File: config.mk
export PLATFORM = sky130hd
export DESIGN_NAME = vmt_fifo
export DESIGN_NICKNAME = d
export VERILOG_FILES = /design/src/sv/vmt_pkg.sv /design/src/sv/vmt_fifo.sv
export SDC_FILE = /design/constraint.sdc
export NUM_CORES = 1
export LEC_CHECK = 0
export ABC_AREA = 0
export BUFFER_PORTS_ARGS = -buffer_cell sky130_fd_sc_hd__buf_2
export CAP_MARGIN = 5
export CORE_MARGIN = 2
export CORE_UTILIZATION = 55
export DETAILED_ROUTE_END_ITERATION = 7
export PLACE_DENSITY_LB_ADDON = 0.08
export SYNTH_ARGS = -nofsm -noshare
export SYNTH_HDL_FRONTEND = slang
export SYNTH_SLANG_ARGS = --single-unit
File: constraint.sdc
create_clock -name i_clk -period 44 [get_ports i_clk]
set_clock_uncertainty 0.1 [all_clocks]
set_input_delay 13.2 -clock i_clk [delete_from_list [all_inputs] [get_ports i_clk]]
set_output_delay 13.2 -clock i_clk [all_outputs]
set_load 0.05 [all_outputs]
File: src/sv/vmt_pkg.sv
// Package for the vertex matrix transform unit: sizes, item types, the
// back-end state type and the fixed-point helper functions.
// Depends on nothing; used by every module of the block.
`timescale 1ns / 1ps

package vmt_pkg;

    localparam int NUM_PAIRS     = 8;
    localparam int CFG_IDX_W     = 4;
    localparam int QDEPTH        = 8;
    localparam int QAW           = 3;
    localparam int NEAR_ZERO_Q16 = 66;
    localparam int DIV_STEPS     = 65;

    typedef logic signed [65:0] t_sum;
    typedef logic [NUM_PAIRS-1:0][63:0] t_matrix;

    // One classified transaction on its way from the front to the back.
    typedef struct packed {
        t_sum        sx;
        t_sum        sy;
        t_sum        sz;
        logic [47:0] dv;
        logic        dneg;
        logic        div;
    } t_item;

    typedef enum logic {
        BK_IDLE,
        BK_DIV
    } t_back_state;

    function automatic logic signed [63:0] clamp64(t_sum s);
        logic signed [63:0] res;
        if (s[65:63] == 3'b000 || s[65:63] == 3'b111) begin
            res = s[63:0];
        end else if (s[65]) begin
            res = {1'b1, 63'b0};
        end else begin
            res = {1'b0, {63{1'b1}}};
        end
        return res;
    endfunction

    // Q32.32 to Q16.16, nearest, ties toward plus infinity; one guard bit.
    function automatic logic signed [48:0] round_q16(logic signed [63:0] c);
        logic [48:0] res;
        res = {c[63], c[63:16]} + {48'b0, c[15]};
        return res;
    endfunction

endpackage

File: src/sv/vmt_fifo.sv
// Short queue between the front and back of the transform unit.
// Depends on vmt_pkg for the item type and depth.
`timescale 1ns / 1ps

module vmt_fifo import vmt_pkg::*; (
    input  logic           i_clk,
    input  logic           i_rst_n,
    input  logic           i_push,
    input  t_item          i_item,
    input  logic           i_pop,
    output t_item          o_item,
    output logic           o_empty,
    output logic [QAW:0]   o_count
);

    t_item            r_mem [QDEPTH];
    logic [QAW-1:0]   r_wp, r_rp;
    logic [QAW:0]     r_cnt;

    always_ff @(posedge i_clk) begin
        if (i_push) begin
            r_mem[r_wp] <= i_item;
        end
    end

    always_ff @(posedge i_clk) begin
        if (!i_rst_n) begin
            r_wp  <= '0;
            r_rp  <= '0;
            r_cnt <= '0;
        end else begin
            if (i_push) begin
                r_wp <= r_wp + 1'b1;
            end
            if (i_pop) begin
                r_rp <= r_rp + 1'b1;
            end
            r_cnt <= r_cnt + (QAW+1)'(i_push) - (QAW+1)'(i_pop);
        end
    end

    assign o_item  = r_mem[r_rp];
    assign o_empty = (r_cnt == '0);
    assign o_count = r_cnt;

    a_no_overflow: assert property (@(posedge i_clk) disable iff (!i_rst_n)
        !(i_push && !i_pop && r_cnt == (QAW+1)'(QDEPTH)))
        else $error("queue written while full");
    a_no_underflow: assert property (@(posedge i_clk) disable iff (!i_rst_n)
        !(i_pop && r_cnt == '0))
        else $error("queue read while empty");

endmodule

## After elaboration in Yosys (flattened, before gate mapping)

Memories as Yosys holds them, arrays and structs flattened. A register that Yosys moved wholly into a read port is not among the register bits.
Index checks and enable logic that the tools add are counted.

- RAM bits: 1984
- Memories kept: 1
- Logic and storage cells: 13
- Input port bits: 252
- Output and inout bits: 253
- Flip-flop bits (word level): 10

Memories:

| name | depth | bits a word | rd ports | clocked after memory_dff | write ports | RTL line | RTL |
|---|---|---|---|---|---|---|---|
| r_mem | 8 | 248 | 1 | 1 | 1 | vmt_fifo.sv:16 | `t_item r_mem [QDEPTH];` |

- Muxes and demuxes: 4
- Add/sub/neg operators: 4
- Reduce and logical (&&, ||, !) cells: 1

Operators with widths:

| cell | number |
|---|---|
| adder 3 x 1 -> 3 bit, second input constant | 2 |
| 2-to-1 mux 3 bit | 2 |
| adder 4 x 1 -> 4 bit | 1 |
| zero test 4 bit | 1 |
| subtractor 4 x 1 -> 4 bit | 1 |
| 2-to-1 mux 1 bit | 2 |

## Longest topological paths before layout

- Depth after elaboration: 3
- Gate-level depth with buffers: 8

## Worst setup path before layout

OpenSTA, ideal clock, no wires.

- Kind: input to register
- Start: input i_push
- End: memory r_mem[0][0] (netlist name), enable pin
- Buffers on the path: 0
- Stages on the path: 2
- Setup time: 1.161 ns
- Arrival: 29.975 ns
- Setup slack: 12.764 ns
- Cells stage by stage: nand2b_1 nor3_1

- Word-level cells in the longest chain between the ends: 2

RTL lines:

| what | RTL line | RTL |
|---|---|---|
| from (decl) | vmt_fifo.sv:8 | `input logic i_push,` |
| 2-to-1 mux 1 bit | vmt_fifo.sv:21 | `if (i_push) begin` |
| 2-to-1 mux 1 bit (implied by the code) | vmt_fifo.sv:22 | `r_mem[r_wp] <= i_item;` |
| to (decl) | vmt_fifo.sv:16 |  |

Every way passes these cells.

==> flow_summary.yaml <==
cts:
  root_buffer: "clkbuf_16"
  clockBufferDepth: 3
  cts_tree: "yes"
  cts_hold_buffers: 0
  cts_resized: 0
  numCtsBuffers: 196
  clkLatencyLatePin_ns: 0.79
  htreeDepth: 4
  post-cts-setup-buffers: 0
  clock-sinks: 1997
  clk_pin_slew_ns: 0.06
setup_path:
  cp.arrival_ns: 6.90
  worstPathRequired_ns: 30.70
  reg2reg_depth: 5
  path_max_fanout: 50
  reg2reg_from: "r_wp[0]"
  path_class: "flop to output pin"
  worstSetupEndpointType: "output pin"
  start_kind: "flop"
final_layout:
  stdcell_count: 5503
  area_delta_synth_final_pct: 14.2
  drive_gt1_frac: 0.426
  final_core_util: 0.633
  ff_latch_area_um2: 59800
  nNetsFinal: 3804
  multi_input_area_um2: 14400
  n_fill_cell: 8977
  stdcell_area_um2: 85800
route:
  vias_per_cell: 5.96
  first_pass_iters: 5
  num_vias: 32800
  wire_per_inst_um: 28.9
  remaining_drc_errors: 0
  wirelength_um: 159000
  drt_iter0_markers: 2626
  antenna_left: 0
timing:
  slew_headroom: 0.224
  worst_slack_ns: 23.80
  max_freq_mhz: 49.5
  setup-tns-final_ns: 0
  period_needed_ns: 20.20
  holdWs_ns: 0.471
  rsz0062_at_grt: "no"
  tightest_slew_ns: 1.16
  fin_crit_sh: 0.459
  setup_viol: 0
  finalHoldViolCount: 0
  slew_violations: 0
die:
  coreArea_um2: 135000
  rows: 135
  die_y_um: 373
  ios: 505
  fp.dieW_um: 373
  initial_core_util: 0.554
  die_area_um2: 139000
status:
  status: "completed"
global_route:
  grt_pass1_vias: 35200
  grt-ovfl-total: 0
  track_usage: 0.230
  grt_pass1_wl_um: 232000
  grt_start_max_net_pins: 148
  antenna_found_initial: 68
power_and_ir_drop:
  p_comb_frac: 0.106
  p_int_mw: 3.22
  ir_worst_vdd_uv: 42.8
  leakagePower_nw: 27.1
  clkPwrFrac: 0.381
  power_switching_uw: 988
  power_density_nw_per_um2: 49.1
  swShare: 0.235
  seq_power_share: 0.513
  total_power_mw: 4.21
logic_synthesis:
  ys_types: 23
  syn_nets: 3193
  synth-seq-cells: 1997
  netlist_instances: 2933
  syn_area_um2: 75100
  ys_seq_area_frac: 0.797
  yosys_warnings: 0
  syn_area_per_cell_um2: 25.6
place:
  port_buffers: 504
  dp_slack_ns: 24.29
  dp_hpwl_um: 85900
  dpl.cell_count: 5127
  placedInstanceArea_um2: 79500
  gp_congestion: 0.726
run:
  maxCapViolations: 0
min_path:
  hold_path.startpoint: "r_rp[1]"
  hp-class: "flop to flop"
  hold_depth: 2
[Yosys cell counts]
library cell	number	area [um^2]
edfxtp_1	1984	59600
buf_6	49	552
mux4_2	496	11200
and3_1	1	6.26
nor2_1	6	22.5
and2_1	7	43.8
mux2i_1	3	30.0
ha_1	7	87.6
xnor2_1	3	26.3
a21oi_1	1	5.00
fa_1	1	20.0
xor2_1	2	17.5
buf_2	16	80.1
clkbuf_1	38	143
a21o_1	1	7.51
nand2b_1	4	25.0
dfxtp_1	13	260
nand2_1	5	18.8
mux2_2	248	2790
inv_1	7	26.3
nor2b_1	3	18.8
nor3_1	2	10.0
buf_1	36	135
[power groups by stage]
stage / Clock, mW / Combinational (mW) / Sequential (mW)
after floorplan: 0 / 0.323 / 2.22
after global placement: 0 / 0.446 / 2.20
after detailed placement: 0 / 0.453 / 2.20
after CTS: 1.64 / 0.454 / 2.16
after global routing: 1.71 / 0.471 / 2.16
final: 1.60 / 0.447 / 2.16
[per-layer routing]
| layer | routed length [um] | GRT usage |
|---|---|---|
| met5 | 367 | 0 |
| met4 | 3390 | 0.0645 |
| met3 | 12400 | 0.0683 |
| met2 | 80000 | 0.378 |
| met1 | 62700 | 0.301 |
[cell type report]
class / instances / share of cell area
tap: 1781 / 0.0260
multi-input combinational: 790 / 0.167
timing repair buffer: 552 / 0.0354
clock buffer: 240 / 0.0609
clock inverter: 111 / 0.0114
inverter: 7 / 0.000306
antenna: 25 / 0.000730
sequential: 1997 / 0.698
[worst max-delay path: stages (launching register included)]
cell and delay, ns:
dfxtp_4 0.85, buf_4 0.70, buf_4 0.82, buf_4 0.90, buf_4 0.86, buf_4 0.68, mux4_2 0.58, mux2_2 0.28
buf_2 0.23
[placed cells by master (no fill, tap or decap), types with 3 or more instances in the layout]
cell and count:
nand2b_1 4, clkinvlp_4 5, clkinv_2 36, ha_1 7
buf_2 504, xnor2_1 3, inv_6 4, mux4_2 496
mux2_2 248, edfxtp_1 1984, bufinv_16 16, dfxtp_1 10
diode_2 25, nor2b_1 3, nand2_1 5, buf_12 12
clkbuf_16 203, and2_1 7, buf_4 36, dfxtp_4 3
clkinv_1 46, mux2i_1 3, inv_1 7, clkbuf_1 37
nor2_4 6
[cell families after synthesis]
kind of cell	share of synthesized area
flip-flops	0.797
multiplexers	0.186
buffers and inverters	0.0125
AND/OR/NAND/NOR	0.00193
adder cells (fa/ha/maj)	0.00143
XOR/XNOR	0.000583
AO/OA/AOI/OAI	0.000167
[sequential cells by signal (all words and copies together), names as in the netlist, named ones only]
register and cells:
o_count 4, r_mem 1984, r_rp 3, r_wp 3
[final timing paths]
kind                   end  slack (ns)
max            o_item[219]       23.80
min                   flop        0.47
max reg2reg  r_mem[7][215]       39.92
min reg2reg           flop        0.47
Power figures use the tool's default switching activity.
