## config.mk

```make
export PLATFORM = sky130hd
export DESIGN_NAME = vmt_back
export DESIGN_NICKNAME = d
export VERILOG_FILES = /design/src/sv/vmt_pkg.sv /design/src/sv/vmt_back.sv
export SDC_FILE = /design/constraint.sdc
export NUM_CORES = 2
export LEC_CHECK = 0
export ABC_AREA = 0
export ABC_CLOCK_PERIOD_IN_PS = 14920
export BUFFER_PORTS_ARGS = -buffer_cell sky130_fd_sc_hd__buf_2
export CAP_MARGIN = 20
export CORE_MARGIN = 2
export CORE_UTILIZATION = 49
export DETAILED_ROUTE_END_ITERATION = 10
export HOLD_SLACK_MARGIN = 0.15
export PLACE_DENSITY = 0.69
export SLEW_MARGIN = 25
export SYNTH_ARGS = -nofsm -noshare
export SYNTH_HDL_FRONTEND = slang
export SYNTH_SLANG_ARGS = --single-unit
```

## constraint.sdc

```tcl
create_clock -name i_clk -period 14.92 [get_ports i_clk]
set_input_delay 2.984 -clock i_clk [delete_from_list [all_inputs] [get_ports i_clk]]
set_output_delay 2.984 -clock i_clk [all_outputs]
set_load 0.1 [all_outputs]
```

## src/sv/vmt_pkg.sv

```systemverilog
// Package for the vertex matrix transform unit: sizes, item types, the
// back-end state type and the fixed-point helper functions.
// Depends on nothing; used by every module of the block.
`timescale 1ns / 1ps

package vmt_pkg;

    localparam int NUM_PAIRS     = 8;
    localparam int CFG_IDX_W     = 4;
    localparam int QDEPTH        = 8;
    localparam int QAW           = 3;
    localparam int NEAR_ZERO_Q16 = 66;
    localparam int DIV_STEPS     = 65;

    typedef logic signed [65:0] t_sum;
    typedef logic [NUM_PAIRS-1:0][63:0] t_matrix;

    // One classified transaction on its way from the front to the back.
    typedef struct packed {
        t_sum        sx;
        t_sum        sy;
        t_sum        sz;
        logic [47:0] dv;
        logic        dneg;
        logic        div;
    } t_item;

    typedef enum logic {
        BK_IDLE,
        BK_DIV
    } t_back_state;

    function automatic logic signed [63:0] clamp64(t_sum s);
        logic signed [63:0] res;
        if (s[65:63] == 3'b000 || s[65:63] == 3'b111) begin
            res = s[63:0];
        end else if (s[65]) begin
            res = {1'b1, 63'b0};
        end else begin
            res = {1'b0, {63{1'b1}}};
        end
        return res;
    endfunction

    // Q32.32 to Q16.16, nearest, ties toward plus infinity; one guard bit.
    function automatic logic signed [48:0] round_q16(logic signed [63:0] c);
        logic [48:0] res;
        res = {c[63], c[63:16]} + {48'b0, c[15]};
        return res;
    endfunction

endpackage

```

## src/sv/vmt_back.sv

```systemverilog
// Back end of the transform unit: rounding and saturation, and a
// restoring divider with three lanes for the perspective divide. Depends on vmt_pkg.
`timescale 1ns / 1ps

module vmt_back import vmt_pkg::*; (
    input  logic        i_clk,
    input  logic        i_rst_n,
    input  t_item       i_item,
    input  logic        i_empty,
    output logic        o_pop,
    output logic        o_valid,
    output logic [31:0] o_out_x,
    output logic [31:0] o_out_y,
    output logic [31:0] o_out_z,
    output logic        o_divided,
    output logic        o_saturated
);

    t_back_state r_state, n_state;
    logic [6:0]  r_cnt;
    logic [64:0] r_mag [3];
    logic [47:0] r_rem [3];
    logic [64:0] r_q   [3];
    logic        r_neg [3];
    logic [47:0] r_dv;
    logic        r_dneg;
    logic        r_valid;
    logic [31:0] r_out [3];
    logic        r_divided, r_saturated;

    logic        load;
    logic        last;
    t_sum        s_in  [3];
    logic [31:0] nd_val [3];
    logic        nd_sat [3];
    logic [47:0] n_rem [3];
    logic [64:0] n_q   [3];
    logic [31:0] dv_val [3];
    logic        dv_sat [3];

    assign s_in[0] = i_item.sx;
    assign s_in[1] = i_item.sy;
    assign s_in[2] = i_item.sz;

    always_comb begin
        n_state = r_state;
        unique case (r_state)
            BK_IDLE: if (!i_empty && i_item.div) n_state = BK_DIV;
            BK_DIV:  if (r_cnt == '0) n_state = BK_IDLE;
            default: n_state = BK_IDLE;
        endcase
    end

    always_comb begin
        o_pop = 1'b0;
        last  = 1'b0;
        unique case (r_state)
            BK_IDLE: o_pop = !i_empty;
            BK_DIV:  last  = (r_cnt == '0);
            default: o_pop = 1'b0;
        endcase
    end

    assign load = o_pop && i_item.div;

    always_comb begin
        logic signed [48:0] rv;
        logic [48:0]        rs;
        logic               ge;
        logic [48:0]        tmp;
        logic               rnd;
        logic [65:0]        qr;
        for (int l = 0; l < 3; l++) begin
            rv = round_q16(clamp64(s_in[l]));
            nd_sat[l] = 1'b0;
            nd_val[l] = rv[31:0];
            if (rv > 49'sh0_7FFF_FFFF) begin
                nd_sat[l] = 1'b1;
                nd_val[l] = 32'h7FFF_FFFF;
            end else if (rv < -49'sh0_8000_0000) begin
                nd_sat[l] = 1'b1;
                nd_val[l] = 32'h8000_0000;
            end

            rs       = {r_rem[l], r_mag[l][64]};
            ge       = rs >= {1'b0, r_dv};
            tmp      = rs - {1'b0, r_dv};
            n_rem[l] = ge ? tmp[47:0] : rs[47:0];
            n_q[l]   = {r_q[l][63:0], ge};

            // Round to nearest on the magnitude, ties away from zero.
            rnd = n_rem[l] >= (r_dv - n_rem[l]);
            qr  = {1'b0, n_q[l]} + 66'(rnd);
            dv_sat[l] = 1'b0;
            if (r_neg[l] != r_dneg) begin
                if (qr > 66'h0_8000_0000) begin
                    dv_sat[l] = 1'b1;
                    dv_val[l] = 32'h8000_0000;
                end else begin
                    dv_val[l] = 32'd0 - qr[31:0];
                end
            end else begin
                if (qr > 66'h0_7FFF_FFFF) begin
                    dv_sat[l] = 1'b1;
                    dv_val[l] = 32'h7FFF_FFFF;
                end else begin
                    dv_val[l] = qr[31:0];
                end
            end
        end
    end

    always_ff @(posedge i_clk) begin
        if (load) begin
            r_dv   <= i_item.dv;
            r_dneg <= i_item.dneg;
            r_cnt  <= 7'(DIV_STEPS - 1);
            for (int l = 0; l < 3; l++) begin
                logic [65:0] m;
                m = s_in[l][65] ? (66'd0 - s_in[l]) : s_in[l];
                r_neg[l] <= s_in[l][65];
                r_mag[l] <= m[64:0];
                r_rem[l] <= '0;
                r_q[l]   <= '0;
            end
        end else if (r_state == BK_DIV) begin
            r_cnt <= r_cnt - 1'b1;
            for (int l = 0; l < 3; l++) begin
                r_mag[l] <= {r_mag[l][63:0], 1'b0};
                r_rem[l] <= n_rem[l];
                r_q[l]   <= n_q[l];
            end
        end

        if (o_pop && !i_item.div) begin
            for (int l = 0; l < 3; l++) r_out[l] <= nd_val[l];
            r_divided   <= 1'b0;
            r_saturated <= nd_sat[0] | nd_sat[1] | nd_sat[2];
        end else if (last) begin
            for (int l = 0; l < 3; l++) r_out[l] <= dv_val[l];
            r_divided   <= 1'b1;
            r_saturated <= dv_sat[0] | dv_sat[1] | dv_sat[2];
        end
    end

    always_ff @(posedge i_clk) begin
        if (!i_rst_n) begin
            r_state <= BK_IDLE;
            r_valid <= 1'b0;
        end else begin
            r_state <= n_state;
            r_valid <= (o_pop && !i_item.div) || last;
        end
    end

    assign o_valid     = r_valid;
    assign o_out_x     = r_out[0];
    assign o_out_y     = r_out[1];
    assign o_out_z     = r_out[2];
    assign o_divided   = r_divided;
    assign o_saturated = r_saturated;

    a_div_from_divider: assert property (@(posedge i_clk) disable iff (!i_rst_n)
        o_valid && o_divided |-> $past(r_state == BK_DIV))
        else $error("divided result without a divider pass");

endmodule

```

Word-level counts from Yosys, hierarchy flattened
Memory sizes are Yosys's and may differ from the RTL's.
Cells that the tools add are included.
{"block": "totals", "inputBits": 251, "mem_count": 5, "out_inout_bits": 100, "elab_cells": 157, "ram_bits": 633, "reg_bits": 60}
{"block": "classes", "bitwise": 17, "n_lt_le_gt_ge": 18, "addsub": 19, "eq_ne": 6, "n_reduce_logical": 14, "mux": 71}
{"memory": "r_mag", "depth": 3, "word_bits": 65, "read_ports": 3, "rd_clocked_by_memory_dff": 0, "wr": 3, "line_no": "vmt_back.sv:21", "rtl": "logic [64:0] r_mag [3];"}
{"memory": "r_q", "depth": 3, "word_bits": 65, "read_ports": 3, "rd_clocked_by_memory_dff": 0, "wr": 3, "line_no": "vmt_back.sv:23", "rtl": "logic [64:0] r_q [3];"}
{"memory": "r_rem", "depth": 3, "word_bits": 48, "read_ports": 3, "rd_clocked_by_memory_dff": 0, "wr": 3, "line_no": "vmt_back.sv:22", "rtl": "logic [47:0] r_rem [3];"}
{"memory": "r_out", "depth": 3, "word_bits": 32, "read_ports": 3, "rd_clocked_by_memory_dff": 0, "wr": 3, "line_no": "vmt_back.sv:28", "rtl": "logic [31:0] r_out [3];"}
{"memory": "r_neg", "depth": 3, "word_bits": 1, "read_ports": 3, "rd_clocked_by_memory_dff": 0, "wr": 3, "line_no": "vmt_back.sv:24", "rtl": "logic r_neg [3];"}
{"operator": "two-way mux 65 bit", "n": 9}
{"operator": "two-way mux 32 bit", "n": 18}
{"operator": "two-way mux 64 bit", "n": 6}
{"operator": "two-way mux 48 bit", "n": 6}
{"operator": "subtractor 48 bit", "n": 6}
{"operator": "adder 65 x 1 -> 66 bit", "n": 3}
{"operator": "greater-than comparator 66 x 31 -> 1 bit (second input constant)", "n": 3}
{"operator": "greater-than comparator 66 x 32 -> 1 bit (second input constant)", "n": 3}
{"operator": "subtractor 1 x 65 -> 65 bit (first input constant)", "n": 3}
{"operator": "adder 48 x 2 -> 49 bit", "n": 3}
{"operator": "greater-or-equal comparator 49 x 48 -> 1 bit", "n": 3}
{"operator": "greater-than comparator 49 x 32 -> 1 bit (second input constant)", "n": 3}
{"operator": "< comparator 49 x 32 -> 1 bit (second input constant)", "n": 3}
{"operator": "greater-or-equal comparator 48 bit", "n": 3}
{"operator": "subtractor 1 x 32 -> 32 bit (first input constant)", "n": 3}
{"operator": "two-way mux 1 bit", "n": 31}
{"operator": "OR 1 bit", "n": 16}
{"operator": "equality test 3 bit (second input constant)", "n": 3}
{"operator": "zero test 3 bit", "n": 3}
{"operator": "zero test 7 bit", "n": 1}
{"operator": "subtractor 7 x 1 -> 7 bit (second input constant)", "n": 1}
{"operator": "logical OR 1 bit", "n": 4}
{"operator": "logical AND 1 bit", "n": 3}
{"operator": "inequality test 1 bit", "n": 3}
{"operator": "other kinds (4)", "n": 5}

Depth between registers and ports, before layout
{"block": "depth", "ltp_word": 12, "ltp_mapped": 69, "depth_no_buf": 66}

Least setup slack after synthesis
OpenSTA, ideal clock, no wires.
{"block": "synth_path", "kind": "input to register", "from": "input port i_empty", "to": "memory r_mag[0][0] (enable)", "setup_ns": 0.678, "setup_slack_ns": 1.605, "required_time_ns": 14.242, "stages": 4, "arrival_ns": 12.637, "cell_sequence": "nor2_1 > and2_1 > clkbuf_1 > or2_2"}
{"element": "start: declaration", "line_no": "vmt_back.sv:9", "rtl": "input logic i_empty,"}
{"element": "end: declaration", "line_no": "vmt_back.sv:21"}

==> impl_results.md <==
- Die Ht: 360.7 um
- Most common cell in the netlist: sky130_fd_sc_hd__nand2_1
- Cell taking the most area after synthesis: sky130_fd_sc_hd__edfxtp_1
- Pin slew with the least headroom to its limit: 1067 ps
- Switching share of total power: 40.30%
- CP arrival: 14710 ps
- Tot GR Track Use: 29.52%
- List of most frequent post-synthesis cells: sky130_fd_sc_hd__nand2_1, sky130_fd_sc_hd__o21ai_0, sky130_fd_sc_hd__a21oi_1, sky130_fd_sc_hd__edfxtp_1, sky130_fd_sc_hd__nor2_1
- Most used flip-flop cell after synthesis: sky130_fd_sc_hd__edfxtp_1
- Part of the power in the clock network: 26.0%
- CTS tree: built
- Share of cells above drive strength 1: 10.99%
- Clock latency at the later pin of the worst-skew pair: 730 ps
- Internal power: 5.255 mW
- X dimension of the die: 360.7 um
- Post-Place Cell Area: 66330 um2
- Number of remaining DRC errors: 0
- Relative slew slack: 28.88%
- FF+latch count, synth: 690
- Clock-pin slew reported for the worst setup and hold paths after clock tree synthesis: 60 ps
- Num CTS Buffers: 87
- Global-route wire length before repair: 309.1 mm
- Area fraction of the dominant cell type after synthesis: 32.75%
- Yosys warns: 0
- Setup violations, final: 0
- Initial antenna violation count: 22
- Kind of launch point of the worst setup path: register
- Starting density of the core: 49.53%
- Input/output buffers: 350
- Area contributors post-synth: sky130_fd_sc_hd__edfxtp_1, sky130_fd_sc_hd__ha_1, sky130_fd_sc_hd__o21ai_0, sky130_fd_sc_hd__a21oi_1, sky130_fd_sc_hd__xor2_1
- Startpoint of the worst setup timing path: r_mag[0][129]
- Proportion of synthesized chip area in sequential cells: 33.07%
- Final hold violation count: 0
- Iter 0 DRT Violations: 5915
- Std-Cell Core Area: 125900 um2
- Number of flops mapped to enable cells by yosys: 680
- Slowest CP cell: sky130_fd_sc_hd__o211ai_1
- Number of vias per cell after detailed routing: 6.083
- CTS H-tree depth: 3
- Kind of path behind the tightest hold check: reg2reg
- Maximum net fanout on the critical path: 13
- Maximum VDD drop: 0.09672 mV
- Achievable frequency: 0.07007 GHz
- Total via count after detailed routing: 58077
- Wire length on met3: 12.88 mm
- Final hold slack: 454.2 ps
- Power share of the combinational group: 44.7%
- Fraction of the cycle the final worst path needs: 95.66%
- Critical setup path kind: reg2reg
- Area enclosed by the die boundary: 130100 um2
- Synthesized area per cell: 8.239 um2
- Unique cell type count in the Yosys netlist: 94
- Net count of the mapped netlist: 8253
- Hold buffer count at cts: 0
- Total net switching power: 3.547 mW
- Number of placement rows: 130
- Mapped Cells: 7568
- Static Leakage: 27.67 nW
- Worst reg-to-reg path cell count: 65
- Number of fill cells in the layout: 11793
- Fraction of registers with async set or reset after synthesis: 0%
- GRT overflow: 0
- Number of antenna-violating nets in the routed design: 0
- Sum of met2 wire segment lengths after detailed routing: 89.32 mm
- Maximum Capacitance Violations: 0
- Clock Tree Root: sky130_fd_sc_hd__clkbuf_16
- Hold path startpoint: o_divided
- Final Slew Violations: 0
- Sequential share of power: 29.2%
- Maximum buffer depth of the clock tree: 3
- Number of cells traversed by the worst hold path: 2
- Critical Path Most Common Cell: sky130_fd_sc_hd__a21oi_1
- Top layer in use: met4
- Worst endpoint required time: 15360 ps
- Area growth from synthesis to layout: 11.76%
- Number of search-and-repair iterations in the first detailed-routing pass: 6
- Shortest clock period the worst path allows after layout: 14270 ps
- Net total in the final layout: 8499
- Crit path capture type: register
- Via count of the first global-routing pass: 54009
- Delay of the slowest cell on the worst path: 550 ps
- Finished Cell Area: 69680 um2
- Total Routed Length: 198.7 mm
- WL/cell: 20.81 um
- I/O pin count: 351
- Power Total: 8.802 mW
- Detailed-route wire length on metal 1: 89.53 mm
- FF-to-FF Start: r_mag[0][129]
- Pin count of the biggest net entering global routing: 183
- Post-synthesis instance area: 62350 um2
- Gp weighted congestion: 0.9586
- Clk sinks: 690
- Clock skew: 48.85 ps
- Power Density: 126.3 nW/um2
- Status: complete, no violations
- DP HPWL: 149.0 mm
-- cell usage in the layout, fill, tap and decap left out, types with 24 or more instances in the layout --
master / instances
sky130_fd_sc_hd__nand2_1: 786
sky130_fd_sc_hd__o21ai_0: 692
sky130_fd_sc_hd__edfxtp_1: 680
sky130_fd_sc_hd__a21oi_1: 679
sky130_fd_sc_hd__nor2_1: 632
sky130_fd_sc_hd__ha_1: 429
sky130_fd_sc_hd__xor2_1: 360
sky130_fd_sc_hd__buf_2: 349
sky130_fd_sc_hd__inv_1: 321
sky130_fd_sc_hd__xnor2_1: 311
sky130_fd_sc_hd__nand3_1: 262
sky130_fd_sc_hd__and2_1: 226
sky130_fd_sc_hd__buf_4: 208
sky130_fd_sc_hd__a21o_1: 164
sky130_fd_sc_hd__nand4_1: 146
sky130_fd_sc_hd__nor3_1: 125
sky130_fd_sc_hd__and3_1: 106
sky130_fd_sc_hd__nand2b_1: 100
sky130_fd_sc_hd__a31oi_1: 95
sky130_fd_sc_hd__clkbuf_16: 88
sky130_fd_sc_hd__mux2i_1: 78
sky130_fd_sc_hd__nor2b_1: 75
sky130_fd_sc_hd__o21bai_1: 69
sky130_fd_sc_hd__or3_1: 67
sky130_fd_sc_hd__o31ai_1: 62
sky130_fd_sc_hd__nor4_1: 50
sky130_fd_sc_hd__or4_1: 43
sky130_fd_sc_hd__o21a_1: 38
sky130_fd_sc_hd__or2_2: 37
sky130_fd_sc_hd__o41ai_1: 36
sky130_fd_sc_hd__o211ai_1: 31
sky130_fd_sc_hd__a211oi_1: 29
sky130_fd_sc_hd__o22ai_1: 25
sky130_fd_sc_hd__and4_1: 24
-- kinds of logic (layout without fill, tap and decap cells) --
group	count (synthesis)	after routing	share of synthesized area [%]
compound gates	2150	2150	20.59
buf+inv	733	1048	4.445
fa+ha+maj	446	446	8.950
simple gates	2772	2772	21.77
other cells	0	14	0
xor+xnor	675	675	9.482
flops	690	690	33.07
mux	102	102	1.684
-- layer usage --
metal / vias up / GRT usage [%]
met5: - / 0
met4: 0 / 10.03
met2: 1956 / 46.74
met3: 339 / 3.808
li1: 28008 / -
met1: 27774 / 41.49
-- path summary, 6_finish.rpt --
path,end,slack (ps)
worst max-delay path,r_out[0][39],650
worst min-delay path,o_divided,450
worst max register to register,r_out[0][39],650
worst min register to register,o_divided,450
-- flip-flops by register name, indices dropped and copies added (netlist names) --
register and count:
o_divided 1, o_saturated 1, o_valid 1, r_cnt 7, r_dneg 1, r_dv 48
r_mag 195, r_neg 3, r_out 96, r_q 192, r_rem 144, r_state 1
-- layout make-up --
cell class	count	area, um2	share of cell area [%]
Multi-Input combinational cell	6145	39290	56.38
Sequential cell	690	20620	29.60
Timing Repair Buffer	563	3418	4.906
Clock buffer	94	2225	3.193
Tap cell	1650	2064	2.963
Inverter	327	1239	1.778
Clock inverter	64	790.8	1.135
Antenna cell	14	35.03	0.05028
-- critical path: cells and delay by family (launching register included) --
kind	cells	cell delay [ps]
AOI/OAI and AO/OA	28	6440
xor gates and xnor gates	3	510
adders and majority gates	6	1750
buffers and inverters	10	1610
DFF	1	460
muxes	1	260
and+or+nand+nor	17	2930
-- power groups by stage --
stage                     combinational [mW]  clock, mW  sequential [mW]
after global routing                    4.37       2.40             2.59
after global placement                  3.79          0             2.60
final                                   3.94       2.29             2.57
after detailed placement                3.84          0             2.60
after CTS                               3.87       2.33             2.57
after floorplan                         2.69          0             2.71
-- metrics by stage --
step | worst slack [ps] | instances | util, % | setup TNS (ps)
after floorplan | 1605 | 7568 | - | 0
after global placement | -19.21 | 9365 | 52.68 | -19.21
after detailed placement | -458.8 | 9365 | 52.68 | -12240
after CTS | 43.70 | 9525 | 55.12 | 0
after global routing | -15.34 | 9547 | 55.35 | -41.18
final | 648.0 | 9547 | 55.35 | 0
-- repair_timing --
action / CTS / global route
gates resized for setup: 11 / 42
setup endpoints to repair: 63 / 93
pin swaps: 1 / 1
setup buffers: 2 / 7
(Power assumes the default switching activity.)
